--- src/hw/rtl/fbx_pkg.sv ---
// Shared types, constants and header byte function for the frame builder.
`timescale 1ns / 1ps

package fbx_pkg;

    // Fixed frame layout.
    localparam int HEADER_BYTES     = 12;
    localparam int HDR_IDX_W        = $clog2(HEADER_BYTES);
    localparam int STATUS_BYTES_DEF = 4;
    localparam int QUEUE_DEPTH      = 2;

    localparam logic [7:0] SYNC_0    = 8'hAA;
    localparam logic [7:0] SYNC_1    = 8'h55;
    localparam logic [7:0] SYNC_2    = 8'hA5;
    localparam logic [7:0] SYNC_3    = 8'h5A;
    localparam logic [7:0] FILL_BYTE = 8'hFF;
    localparam logic [7:0] ZERO_BYTE = 8'h00;

    // Header byte positions.
    localparam logic [HDR_IDX_W-1:0] HP_SYNC_0   = HDR_IDX_W'(0);
    localparam logic [HDR_IDX_W-1:0] HP_SYNC_1   = HDR_IDX_W'(1);
    localparam logic [HDR_IDX_W-1:0] HP_SYNC_2   = HDR_IDX_W'(2);
    localparam logic [HDR_IDX_W-1:0] HP_SYNC_3   = HDR_IDX_W'(3);
    localparam logic [HDR_IDX_W-1:0] HP_STYPE    = HDR_IDX_W'(4);
    localparam logic [HDR_IDX_W-1:0] HP_SNUM_LO  = HDR_IDX_W'(5);
    localparam logic [HDR_IDX_W-1:0] HP_SNUM_HI  = HDR_IDX_W'(6);
    localparam logic [HDR_IDX_W-1:0] HP_KIND     = HDR_IDX_W'(9);
    localparam logic [HDR_IDX_W-1:0] HP_FLEN_LO  = HDR_IDX_W'(10);
    localparam logic [HDR_IDX_W-1:0] HP_FLEN_HI  = HDR_IDX_W'(11);

    // Register indexes on the configuration port.
    typedef enum logic [0:0] {
        REG_NODE_TYPE      = 1'b0,
        REG_STATION_NUMBER = 1'b1
    } t_reg_idx;

    // Station configuration seen by the back end.
    typedef struct packed {
        logic [7:0]  node_type;
        logic [15:0] station_number;
    } t_station;

    // One classified item, as passed from the front end to the back end.
    typedef struct packed {
        logic        open;      // item opens a frame: header and status first
        logic        has;       // payload byte present
        logic        last;      // close the frame with the checksum
        logic [7:0]  data;
        logic [7:0]  kind;
        logic [15:0] flen;      // header length field
        logic [7:0]  seq;
    } t_cmd;

    // Back end emission phase.
    typedef enum logic [3:0] {
        PH_HDR  = 4'b0001,
        PH_STAT = 4'b0010,
        PH_DATA = 4'b0100,
        PH_CHK  = 4'b1000
    } t_phase;

    function automatic logic [7:0] header_byte(
        input logic [HDR_IDX_W-1:0] idx,
        input t_station             stn,
        input logic [7:0]           kind,
        input logic [15:0]          flen
    );
        logic [7:0] b;
        b = ZERO_BYTE;
        unique case (idx)
            HP_SYNC_0:  b = SYNC_0;
            HP_SYNC_1:  b = SYNC_1;
            HP_SYNC_2:  b = SYNC_2;
            HP_SYNC_3:  b = SYNC_3;
            HP_STYPE:   b = stn.node_type;
            HP_SNUM_LO: b = stn.station_number[7:0];
            HP_SNUM_HI: b = stn.station_number[15:8];
            HP_KIND:    b = kind;
            HP_FLEN_LO: b = flen[7:0];
            HP_FLEN_HI: b = flen[15:8];
            default:    b = ZERO_BYTE;
        endcase
        return b;
    endfunction

endpackage

--- src/hw/rtl/fbx_front.sv ---
// Front end: accepts input transfers, tracks the open frame and classifies items.
`timescale 1ns / 1ps

module fbx_front #(
    parameter int STATUS_BYTES = fbx_pkg::STATUS_BYTES_DEF
) (
    input  logic          i_clk,
    input  logic          i_rst_n,
    input  logic          i_valid,
    output logic          o_ready,
    input  logic [7:0]    i_payload_byte,
    input  logic          i_has_byte,
    input  logic          i_frame_last,
    input  logic [15:0]   i_payload_length,
    input  logic [7:0]    i_frame_kind,
    input  logic          i_queue_full,
    output logic          o_push,
    output fbx_pkg::t_cmd o_cmd
);
    import fbx_pkg::*;

    logic       r_in_frame;
    logic       n_in_frame;
    logic [7:0] r_seq;
    logic [7:0] n_seq;
    logic       accept;
    logic       opening;

    assign o_ready = !i_queue_full;
    assign accept  = i_valid && o_ready;
    assign opening = !r_in_frame;

    // An idle item inside an open frame yields nothing and is dropped here.
    assign o_push = accept && (opening || i_has_byte || i_frame_last);

    always_comb begin
        o_cmd.open = opening;
        o_cmd.has  = i_has_byte;
        o_cmd.last = i_frame_last;
        o_cmd.data = i_payload_byte;
        o_cmd.kind = i_frame_kind;
        o_cmd.flen = i_payload_length + 16'(STATUS_BYTES);
        o_cmd.seq  = r_seq;
    end

    always_comb begin
        n_in_frame = r_in_frame;
        n_seq      = r_seq;
        if (accept) begin
            if (opening) begin
                n_seq = r_seq + 8'd1;
            end
            n_in_frame = !i_frame_last;
        end
    end

    always_ff @(posedge i_clk) begin
        if (!i_rst_n) begin
            r_in_frame <= 1'b0;
            r_seq      <= 8'd0;
        end else begin
            r_in_frame <= n_in_frame;
            r_seq      <= n_seq;
        end
    end

endmodule

--- src/hw/rtl/fbx_queue.sv ---
// Two-entry command queue between the front end and the back end.
`timescale 1ns / 1ps

module fbx_queue (
    input  logic          i_clk,
    input  logic          i_rst_n,
    input  logic          i_push,
    input  fbx_pkg::t_cmd i_wdata,
    output logic          o_full,
    output logic          o_valid,
    output fbx_pkg::t_cmd o_rdata,
    input  logic          i_pop
);
    import fbx_pkg::*;

    localparam int PTR_W = $clog2(QUEUE_DEPTH);
    localparam int CNT_W = $clog2(QUEUE_DEPTH + 1);

    t_cmd             r_mem [QUEUE_DEPTH];
    logic [PTR_W-1:0] r_wr_ptr;
    logic [PTR_W-1:0] r_rd_ptr;
    logic [CNT_W-1:0] r_count;
    logic             do_push;
    logic             do_pop;

    assign o_full  = (r_count == CNT_W'(QUEUE_DEPTH));
    assign o_valid = (r_count != '0);
    assign o_rdata = r_mem[r_rd_ptr];
    assign do_push = i_push && !o_full;
    assign do_pop  = i_pop && o_valid;

    always_ff @(posedge i_clk) begin
        if (do_push) begin
            r_mem[r_wr_ptr] <= i_wdata;
        end
    end

    always_ff @(posedge i_clk) begin
        if (!i_rst_n) begin
            r_wr_ptr <= '0;
            r_rd_ptr <= '0;
            r_count  <= '0;
        end else begin
            if (do_push) begin
                r_wr_ptr <= (r_wr_ptr == PTR_W'(QUEUE_DEPTH - 1)) ? '0 : r_wr_ptr + 1'b1;
            end
            if (do_pop) begin
                r_rd_ptr <= (r_rd_ptr == PTR_W'(QUEUE_DEPTH - 1)) ? '0 : r_rd_ptr + 1'b1;
            end
            unique case ({do_push, do_pop})
                2'b10:   r_count <= r_count + 1'b1;
                2'b01:   r_count <= r_count - 1'b1;
                default: r_count <= r_count;
            endcase
        end
    end

endmodule

--- src/hw/rtl/fbx_back.sv ---
// Back end: expands queued commands into frame bytes through an output register.
`timescale 1ns / 1ps

module fbx_back #(
    parameter int STATUS_BYTES = fbx_pkg::STATUS_BYTES_DEF
) (
    input  logic              i_clk,
    input  logic              i_rst_n,
    input  fbx_pkg::t_station i_station,
    input  logic              i_cmd_valid,
    input  fbx_pkg::t_cmd     i_cmd,
    output logic              o_pop,
    output logic              o_valid,
    input  logic              i_ready,
    output logic [7:0]        o_byte,
    output logic              o_run_last,
    output logic              o_frame_end
);
    import fbx_pkg::*;

    localparam int MAX_RUN = (HEADER_BYTES > STATUS_BYTES) ? HEADER_BYTES : STATUS_BYTES;
    localparam int CNT_W   = $clog2(MAX_RUN + 1);

    logic             r_busy;
    t_phase           r_phase;
    logic [CNT_W-1:0] r_cnt;
    logic [7:0]       r_xor;
    logic             r_out_valid;
    logic [7:0]       r_out_byte;
    logic             r_out_last;
    logic             r_out_end;

    t_phase           first_phase;
    t_phase           cur_phase;
    logic [CNT_W-1:0] cur_cnt;
    t_phase           n_phase;
    logic [CNT_W-1:0] n_cnt;
    logic [7:0]       n_xor;
    logic [7:0]       cur_byte;
    logic             done;
    logic             adv;

    always_comb begin
        if (i_cmd.open) begin
            first_phase = PH_HDR;
        end else if (i_cmd.has) begin
            first_phase = PH_DATA;
        end else begin
            first_phase = PH_CHK;
        end
    end

    assign cur_phase = r_busy ? r_phase : first_phase;
    assign cur_cnt   = r_busy ? r_cnt : '0;
    assign adv       = i_cmd_valid && (!r_out_valid || i_ready);
    assign o_pop     = adv && done;

    always_comb begin
        cur_byte = ZERO_BYTE;
        n_phase  = cur_phase;
        n_cnt    = cur_cnt + 1'b1;
        done     = 1'b0;
        unique case (cur_phase)
            PH_HDR: begin
                cur_byte = header_byte(cur_cnt[HDR_IDX_W-1:0], i_station,
                                       i_cmd.kind, i_cmd.flen);
                if (cur_cnt == CNT_W'(HEADER_BYTES - 1)) begin
                    n_phase = PH_STAT;
                    n_cnt   = '0;
                end
            end
            PH_STAT: begin
                cur_byte = (cur_cnt == '0) ? i_cmd.seq : FILL_BYTE;
                if (cur_cnt == CNT_W'(STATUS_BYTES - 1)) begin
                    n_cnt = '0;
                    if (i_cmd.has) begin
                        n_phase = PH_DATA;
                    end else if (i_cmd.last) begin
                        n_phase = PH_CHK;
                    end else begin
                        done = 1'b1;
                    end
                end
            end
            PH_DATA: begin
                cur_byte = i_cmd.data;
                n_cnt    = '0;
                if (i_cmd.last) begin
                    n_phase = PH_CHK;
                end else begin
                    done = 1'b1;
                end
            end
            PH_CHK: begin
                cur_byte = r_xor;
                n_cnt    = '0;
                done     = 1'b1;
            end
            default: begin
                n_cnt = '0;
                done  = 1'b1;
            end
        endcase
    end

    // The checksum covers the header from its first byte and clears after use.
    always_comb begin
        if (cur_phase == PH_CHK) begin
            n_xor = 8'd0;
        end else if (cur_phase == PH_HDR && cur_cnt == '0) begin
            n_xor = cur_byte;
        end else begin
            n_xor = r_xor ^ cur_byte;
        end
    end

    always_ff @(posedge i_clk) begin
        if (!i_rst_n) begin
            r_busy      <= 1'b0;
            r_phase     <= PH_HDR;
            r_cnt       <= '0;
            r_xor       <= 8'd0;
            r_out_valid <= 1'b0;
        end else begin
            if (adv) begin
                r_busy      <= !done;
                r_phase     <= n_phase;
                r_cnt       <= n_cnt;
                r_xor       <= n_xor;
                r_out_valid <= 1'b1;
            end else if (i_ready) begin
                r_out_valid <= 1'b0;
            end
        end
    end

    always_ff @(posedge i_clk) begin
        if (adv) begin
            r_out_byte <= cur_byte;
            r_out_last <= done;
            r_out_end  <= (cur_phase == PH_CHK);
        end
    end

    assign o_valid     = r_out_valid;
    assign o_byte      = r_out_byte;
    assign o_run_last  = r_out_last;
    assign o_frame_end = r_out_end;

`ifndef SYNTHESIS
    a_chk_ends_run: assert property (@(posedge i_clk) disable iff (!i_rst_n)
        r_out_valid && r_out_end |-> r_out_last)
        else $error("checksum byte not marked as end of run");

    a_busy_holds_cmd: assert property (@(posedge i_clk) disable iff (!i_rst_n)
        r_busy |-> i_cmd_valid)
        else $error("command left the queue while still being expanded");

    a_chk_only_on_last: assert property (@(posedge i_clk) disable iff (!i_rst_n)
        adv && cur_phase == PH_CHK |-> i_cmd.last)
        else $error("checksum emitted for a command that does not close a frame");

    a_stat_count_range: assert property (@(posedge i_clk) disable iff (!i_rst_n)
        r_busy && r_phase == PH_STAT |-> r_cnt < CNT_W'(STATUS_BYTES))
        else $error("status byte counter out of range");
`endif

endmodule

--- src/hw/rtl/frame_builder_xor_checksum.sv ---
// Top level of the frame builder with XOR checksum: configuration and block wiring.
`timescale 1ns / 1ps

// Channel   Direction  Width   Contents
// s_*       in         32+1+1  payload transfers; tuser = has_byte, tlast = frame_last
// m_*       out        8+1+1   frame bytes; tuser = frame_end, tlast = run_last
// apb       in/out     32      node type at 0x0, station_number at 0x4
//
// Inside an open frame a payload transfer yields its byte, plus the checksum if last.
// The transfer that opens a frame produces 12 + STATUS_BYTES header and status bytes
// (plus its payload byte and checksum, if any), one byte a cycle unless the output
// stalls, through the single byte-wide output register of the back end. The command
// being expanded stays at the head of the two-entry queue, so the front end takes one
// more byte-carrying transfer during the burst, then stalls until the burst has drained.
// Reset is synchronous and active low; it closes any open frame, clears the sequence
// and the checksum and empties the queue. Either stream side may stall at any time.

module frame_builder_xor_checksum #(
    parameter int STATUS_BYTES = fbx_pkg::STATUS_BYTES_DEF
) (
    input  logic        i_clk,
    input  logic        i_rst_n,
    // Input stream
    input  logic        i_s_tvalid,
    output logic        o_s_tready,
    // [7:0] payload_byte, [23:8] payload_length, [31:24] frame_kind
    input  logic [31:0] i_s_tdata,
    // [0] has_byte
    input  logic        i_s_tuser,
    input  logic        i_s_tlast,
    // Output stream
    output logic        o_m_tvalid,
    input  logic        i_m_tready,
    // [7:0] out_byte
    output logic [7:0]  o_m_tdata,
    // [0] frame_end
    output logic        o_m_tuser,
    output logic        o_m_tlast,
    // Configuration port
    input  logic        i_psel,
    input  logic        i_penable,
    input  logic        i_pwrite,
    input  logic [2:0]  i_paddr,
    input  logic [31:0] i_pwdata,
    output logic [31:0] o_prdata,
    output logic        o_pready
);
    import fbx_pkg::*;

    logic [7:0]  r_node_type;
    logic [15:0] r_station_number;
    t_reg_idx    reg_idx;
    logic        cfg_write;
    t_station    station;

    logic        push;
    t_cmd        push_cmd;
    logic        queue_full;
    logic        head_valid;
    t_cmd        head_cmd;
    logic        pop;

    // Registers are word-spaced; the byte offset within the word is ignored.
    assign reg_idx   = t_reg_idx'(i_paddr[2]);
    assign cfg_write = i_psel && i_penable && i_pwrite && o_pready;
    assign o_pready  = 1'b1;

    always_comb begin
        unique case (reg_idx)
            REG_NODE_TYPE:      o_prdata = {24'd0, r_node_type};
            REG_STATION_NUMBER: o_prdata = {16'd0, r_station_number};
            default:            o_prdata = 32'd0;
        endcase
    end

    always_ff @(posedge i_clk) begin
        if (!i_rst_n) begin
            r_node_type      <= 8'd0;
            r_station_number <= 16'd0;
        end else if (cfg_write) begin
            unique case (reg_idx)
                REG_NODE_TYPE:      r_node_type      <= i_pwdata[7:0];
                REG_STATION_NUMBER: r_station_number <= i_pwdata[15:0];
                default: begin
                end
            endcase
        end
    end

    // The back end reads the station registers as it emits each header, so the user must
    // change them only while the block is idle; the block itself does not enforce this.
    always_comb begin
        station.node_type      = r_node_type;
        station.station_number = r_station_number;
    end

    fbx_front #(
        .STATUS_BYTES (STATUS_BYTES)
    ) u_front (
        .i_clk            (i_clk),
        .i_rst_n          (i_rst_n),
        .i_valid          (i_s_tvalid),
        .o_ready          (o_s_tready),
        .i_payload_byte   (i_s_tdata[7:0]),
        .i_has_byte       (i_s_tuser),
        .i_frame_last     (i_s_tlast),
        .i_payload_length (i_s_tdata[23:8]),
        .i_frame_kind     (i_s_tdata[31:24]),
        .i_queue_full     (queue_full),
        .o_push           (push),
        .o_cmd            (push_cmd)
    );

    fbx_queue u_queue (
        .i_clk   (i_clk),
        .i_rst_n (i_rst_n),
        .i_push  (push),
        .i_wdata (push_cmd),
        .o_full  (queue_full),
        .o_valid (head_valid),
        .o_rdata (head_cmd),
        .i_pop   (pop)
    );

    fbx_back #(
        .STATUS_BYTES (STATUS_BYTES)
    ) u_back (
        .i_clk       (i_clk),
        .i_rst_n     (i_rst_n),
        .i_station   (station),
        .i_cmd_valid (head_valid),
        .i_cmd       (head_cmd),
        .o_pop       (pop),
        .o_valid     (o_m_tvalid),
        .i_ready     (i_m_tready),
        .o_byte      (o_m_tdata),
        .o_run_last  (o_m_tlast),
        .o_frame_end (o_m_tuser)
    );

endmodule
--- config.mk ---
export PLATFORM = sky130hd
export DESIGN_NAME = frame_builder_xor_checksum
export DESIGN_NICKNAME = d
export VERILOG_FILES = /design/src/hw/rtl/fbx_pkg.sv /design/src/hw/rtl/fbx_front.sv /design/src/hw/rtl/fbx_queue.sv /design/src/hw/rtl/fbx_back.sv /design/src/hw/rtl/frame_builder_xor_checksum.sv
export SDC_FILE = /design/constraint.sdc
export NUM_CORES = 1
export LEC_CHECK = 0
export ABC_AREA = 1
export CORE_ASPECT_RATIO = 0.6
export CORE_MARGIN = 3
export CORE_UTILIZATION = 30
export DETAILED_ROUTE_END_ITERATION = 6
export DONT_BUFFER_PORTS = 1
export PLACE_DENSITY_LB_ADDON = 0.1
export SYNTH_ARGS = -nofsm -noshare
export SYNTH_HDL_FRONTEND = slang
export SYNTH_HIERARCHICAL = 1
export SYNTH_SLANG_ARGS = --single-unit
--- constraint.sdc ---
create_clock -name i_clk -period 3.2 [get_ports i_clk]
set_clock_uncertainty 0.05 [all_clocks]
set_input_delay 0.16 -clock i_clk [delete_from_list [all_inputs] [get_ports i_clk]]
set_output_delay 0.16 -clock i_clk [all_outputs]
set_load 0.03 [all_outputs]
==> load_flow_metrics.sql <==
INSERT INTO impl_metrics (metric_group, metric, value, unit) VALUES
('logic_synthesis', 'mean_syn_cell_area', '8.966', 'um^2'),
('cells_and_area', 'syn2layout_area_growth', '15.09', '%'),
('pwr', 'static-leakage-power', '4.130', 'nW'),
('drt', 'drt_pass1_iterations', '5', ''),
('placement', 'dp.final_hpwl', '15330', 'um'),
('logic_synthesis', 'synth.yosys.seq_area_share', '48.33', '%'),
('sta', 'tcrit_tclk_final', '88.35', '%'),
('setup_path', 'crit_fanout', '10', ''),
('logic_synthesis', 'number_of_distinct_library_cells_after_synthesis', '44', ''),
('clock_tree', 'cts_hold_buf', '60', ''),
('die', 'chipHeight', '134.7', 'um'),
('clock_tree', 'postCtsSetupBuffers', '0', ''),
('logic_synthesis', 'synth_flop_type', 'sky130_fd_sc_hd__edfxtp_1', ''),
('grt', 'antenna_found_initial', '3', ''),
('drt', 'drt.antenna.violating_nets', '0', ''),
('setup_path', 'worst_reg2reg_setup_slack', '0.37', 'ns'),
('clock_tree', 'clock_tree.buffer_depth', '2', ''),
('drt', 'drt_first_iter_violations', '552', ''),
('logic_synthesis', 'synth_async_sr_flop_share', '0', '%'),
('clock_tree', 'post_cts_resize_count', '0', ''),
('logic_synthesis', 'syn-instance-count', '924', ''),
('cells_and_area', 'finish.utilization', '35.62', '%'),
('setup_path', 'sort_of_element_at_the_end_of_the_critical_path', 'flop', ''),
('clock_tree', 'clk-insertion-delay-late', '0.44', 'ns'),
('placement', 'gp_congestion', '0.8374', ''),
('placement', 'io_buffer_count', '0', ''),
('sta', 'post-route-min-period', '2.827', 'ns'),
('sta', 'timing.hold.ws', '0.04229', 'ns'),
('clock_tree', 'cts.sink_count', '152', ''),
('setup_path', 'worstPathArrival', '3.16', 'ns'),
('die', 'floorplan.die.width', '220.5', 'um'),
('clock_tree', 'root_buffer', 'sky130_fd_sc_hd__clkbuf_16', ''),
('cells_and_area', 'nFillCells', '2724', ''),
('setup_path', 'critPathLaunchType', 'flop', ''),
('drt', 'route.detailed.wl_per_inst', '16.02', 'um'),
('sta', 'sum_neg_setup_slack', '0', 'ns'),
('setup_path', 'worst-setup-path-type', 'reg2reg', ''),
('setup_path', 'worst_ep_required_time', '3.53', 'ns'),
('drt', 'detail_route.drc_violations', '0', ''),
('logic_synthesis', 'synth.ff_latch_count', '152', ''),
('grt', 'grt_start_max_net_pins', '44', ''),
('sta', 'finalSetupViolCount', '0', ''),
('logic_synthesis', 'synth_largest_type_area_fraction', '34.80', '%'),
('grt', 'grt_pass1_vias', '5561', ''),
('clock_tree', 'htree_num_levels', '4', ''),
('die', 'coreArea', '26760', 'um^2'),
('sta', 'drv_slew', '0', ''),
('die', 'floorplan.initialDensity', '30.95', '%'),
('logic_synthesis', 'post-synth-top-area-cell', 'sky130_fd_sc_hd__edfxtp_1', ''),
('die', 'die_footprint', '29710', 'um^2'),
('pwr', 'power.density_cell_area', '748.6', 'nW/um^2'),
('logic_synthesis', 'post_synth_most_frequent_cells', 'sky130_fd_sc_hd__nand2_1 (210), sky130_fd_sc_hd__nor2_1 (112), sky130_fd_sc_hd__inv_1 (103), sky130_fd_sc_hd__nand3_1 (99), sky130_fd_sc_hd__edfxtp_1 (96)', ''),
('sta', 'final-hold-violation-count', '0', ''),
('logic_synthesis', 'yosys_warnings', '6', ''),
('clock_tree', 'clkTransAtPathRegs', '0.07', 'ns'),
('logic_synthesis', 'synth_enable_flop_cells', '96', ''),
('hold_path', 'hold_wc_path_type', 'in2reg', ''),
('pwr', 'vdd.ir_drop.worst', '0.0003154', 'V'),
('grt', 'grt_first_pass_wirelength', '33150', 'um'),
('die', 'design.portCount', '121', ''),
('sta', 'slew_of_the_pin_with_the_lowest_slew_margin', '0.8395', 'ns'),
('die', 'placement_rows', '46', ''),
('logic_synthesis', 'yosysMostFrequentCell', 'sky130_fd_sc_hd__nand2_1', ''),
('status', 'outcome', 'complete, no violations', ''),
('job', 'max_cap_violations', '0', ''),
('drt', 'detailroute.via_count', '5899', ''),
('cells_and_area', 'layout-drive-gt1-share', '15.50', '%'),
('clock_tree', 'clock_tree_from_tritoncts', 'built', ''),
('grt', 'global_route_total_usage_across_every_layer', '15.07', '%'),
('sta', 'rsz0062_at_grt', 'no', ''),
('drt', 'avgViaCountPerCell', '4.419', ''),
('logic_synthesis', 'post_synth_instance_area', '8284', 'um^2'),
('grt', 'globalRouteOverflowTotal', '0', ''),
('sta', 'max_freq', '0.3537', 'GHz'),
('clock_tree', 'cts-buffers-inserted', '17', ''),
('sta', 'timing.max_slew.rel_slack', '43.85', '%'),
('logic_synthesis', 'post_synth_main_area_contributors', 'sky130_fd_sc_hd__edfxtp_1 (35%), sky130_fd_sc_hd__dfxtp_1 (14%), sky130_fd_sc_hd__nand2_1 (9.5%)', ''),
('drt', 'detailed_route_wire_length', '21390', 'um'),
('cells_and_area', 'num-nets-final', '1045', '');
[state kept, by name, summed over array words and instances (netlist names), named ones only]
name	flops
r_node_type	8
r_station_number	16
u_back/o_byte	8
u_back/o_frame_end	1
u_back/o_run_last	1
u_back/o_valid	1
u_back/r_busy	1
u_back/r_cnt	4
u_back/r_phase	4
u_back/r_xor	8
u_front/r_in_frame	1
u_front/r_seq	8
u_queue/r_count	2
u_queue/r_mem	86
u_queue/r_rd_ptr	1
u_queue/r_wr_ptr	1
[worst max-delay path: stages, from the launching register on]
cell and delay [ns]:
sky130_fd_sc_hd__dfxtp_2 0.37, sky130_fd_sc_hd__mux2_4 0.31, sky130_fd_sc_hd__nor2_1 0.14, sky130_fd_sc_hd__nand2_1 0.08
sky130_fd_sc_hd__nand2_2 0.20, sky130_fd_sc_hd__nor2_8 0.10, sky130_fd_sc_hd__nand2_2 0.16, sky130_fd_sc_hd__nand2_2 0.11
sky130_fd_sc_hd__nor2_2 0.16, sky130_fd_sc_hd__inv_2 0.07, sky130_fd_sc_hd__a31oi_2 0.23, sky130_fd_sc_hd__o21a_1 0.18
sky130_fd_sc_hd__ha_1 0.25, sky130_fd_sc_hd__inv_1 0.08, sky130_fd_sc_hd__nand2_1 0.06, sky130_fd_sc_hd__nor2_1 0.09
sky130_fd_sc_hd__nor2_1 0.05, sky130_fd_sc_hd__nor2_1 0.09
[cells in the final DEF, fill, tap and decap left out, drive strengths merged, types with 2 or more instances in the layout]
cell,netlist,routed
nand2,224,224
nor2,141,141
inv,109,116
nand3,107,107
edfxtp,96,96
dlygate4sd3,0,59
dfxtp,56,56
mux2,43,43
o21ai,20,20
conb,2,17
clkbuf,7,17
a21oi,17,17
buf,60,12
nand4,10,10
xor2,7,7
ha,7,7
nor3,5,5
clkinvlp,0,4
o211ai,3,3
clkinv,0,3
xnor2,3,3
o21a,2,2
[cell families (layout without fill, tap and decap cells)]
family | count (synthesis) | in the layout | synth area share [%]
XOR/XNOR | 10 | 10 | 1.148
flip-flops | 152 | 152 | 48.33
adder cells (fa/ha/maj) | 7 | 7 | 1.057
multiplexers | 43 | 43 | 7.657
buffers and inverters | 176 | 211 | 11.36
AND/OR/NAND/NOR | 488 | 488 | 27.10
AO/OA/AOI/OAI | 46 | 46 | 3.262
other | 2 | 18 | 0.09065
[power by group]
| group | leakage, nW | internal [mW] | switching (mW) |
|---|---|---|---|
| clock network | 0.255 | 1.01 | 0.880 |
| registers | 1.36 | 2.58 | 0.337 |
| logic | 2.52 | 0.848 | 1.48 |
| total | 4.13 | 4.44 | 2.70 |
[final cells by class]
type,instances,area [um^2],area share (%)
flip-flops and latches,152,4005,42.01
multi-input cells,611,3403,35.70
repair buffers,71,718.2,7.533
well taps,360,450.4,4.724
clock buffers,17,425.4,4.462
inverters,109,411.6,4.318
clock inverters,14,117.6,1.234
diodes,1,2.502,0.02625
[final timing paths]
path | startpoint | end | depth (start not counted)
max | flop | u_queue/r_count[1]$_SDFFE_PN0P_ | 17
min | i_s_tdata[21] | u_queue/r_mem[1][21]$_DFFE_PP_ | 3
max reg2reg | flop | u_queue/r_count[1]$_SDFFE_PN0P_ | 17
min reg2reg | u_back/r_cnt[0]$_SDFFE_PN0P_ | u_back/r_cnt[0]$_SDFFE_PN0P_ | 2
[through the flow]
stage | area, um^2 | std cells | total power [mW] | setup slack [ns]
2_1_floorplan | 8343 | 939 | 4.695 | 0.4933
3_3_place_gp | 8378 | 1243 | 5.233 | 0.4612
3_5_place_dp | 8378 | 1243 | 5.223 | 0.4059
4_1_cts | 9532 | 1334 | 7.240 | 0.3773
5_1_grt | 9534 | 1335 | 7.620 | 0.1018
6_report | 9534 | 1335 | 7.137 | 0.3727
[per-layer routing]
metal  vias up  track usage [%]  share of wire (%)
li1       3028                -                  -
met5         -                0              0.098
met2       128            17.76                 35
met3        15            4.250                5.3
met4         4            3.763                1.1
met1      2724            25.48                 58
Power figures use the tool's default switching activity.
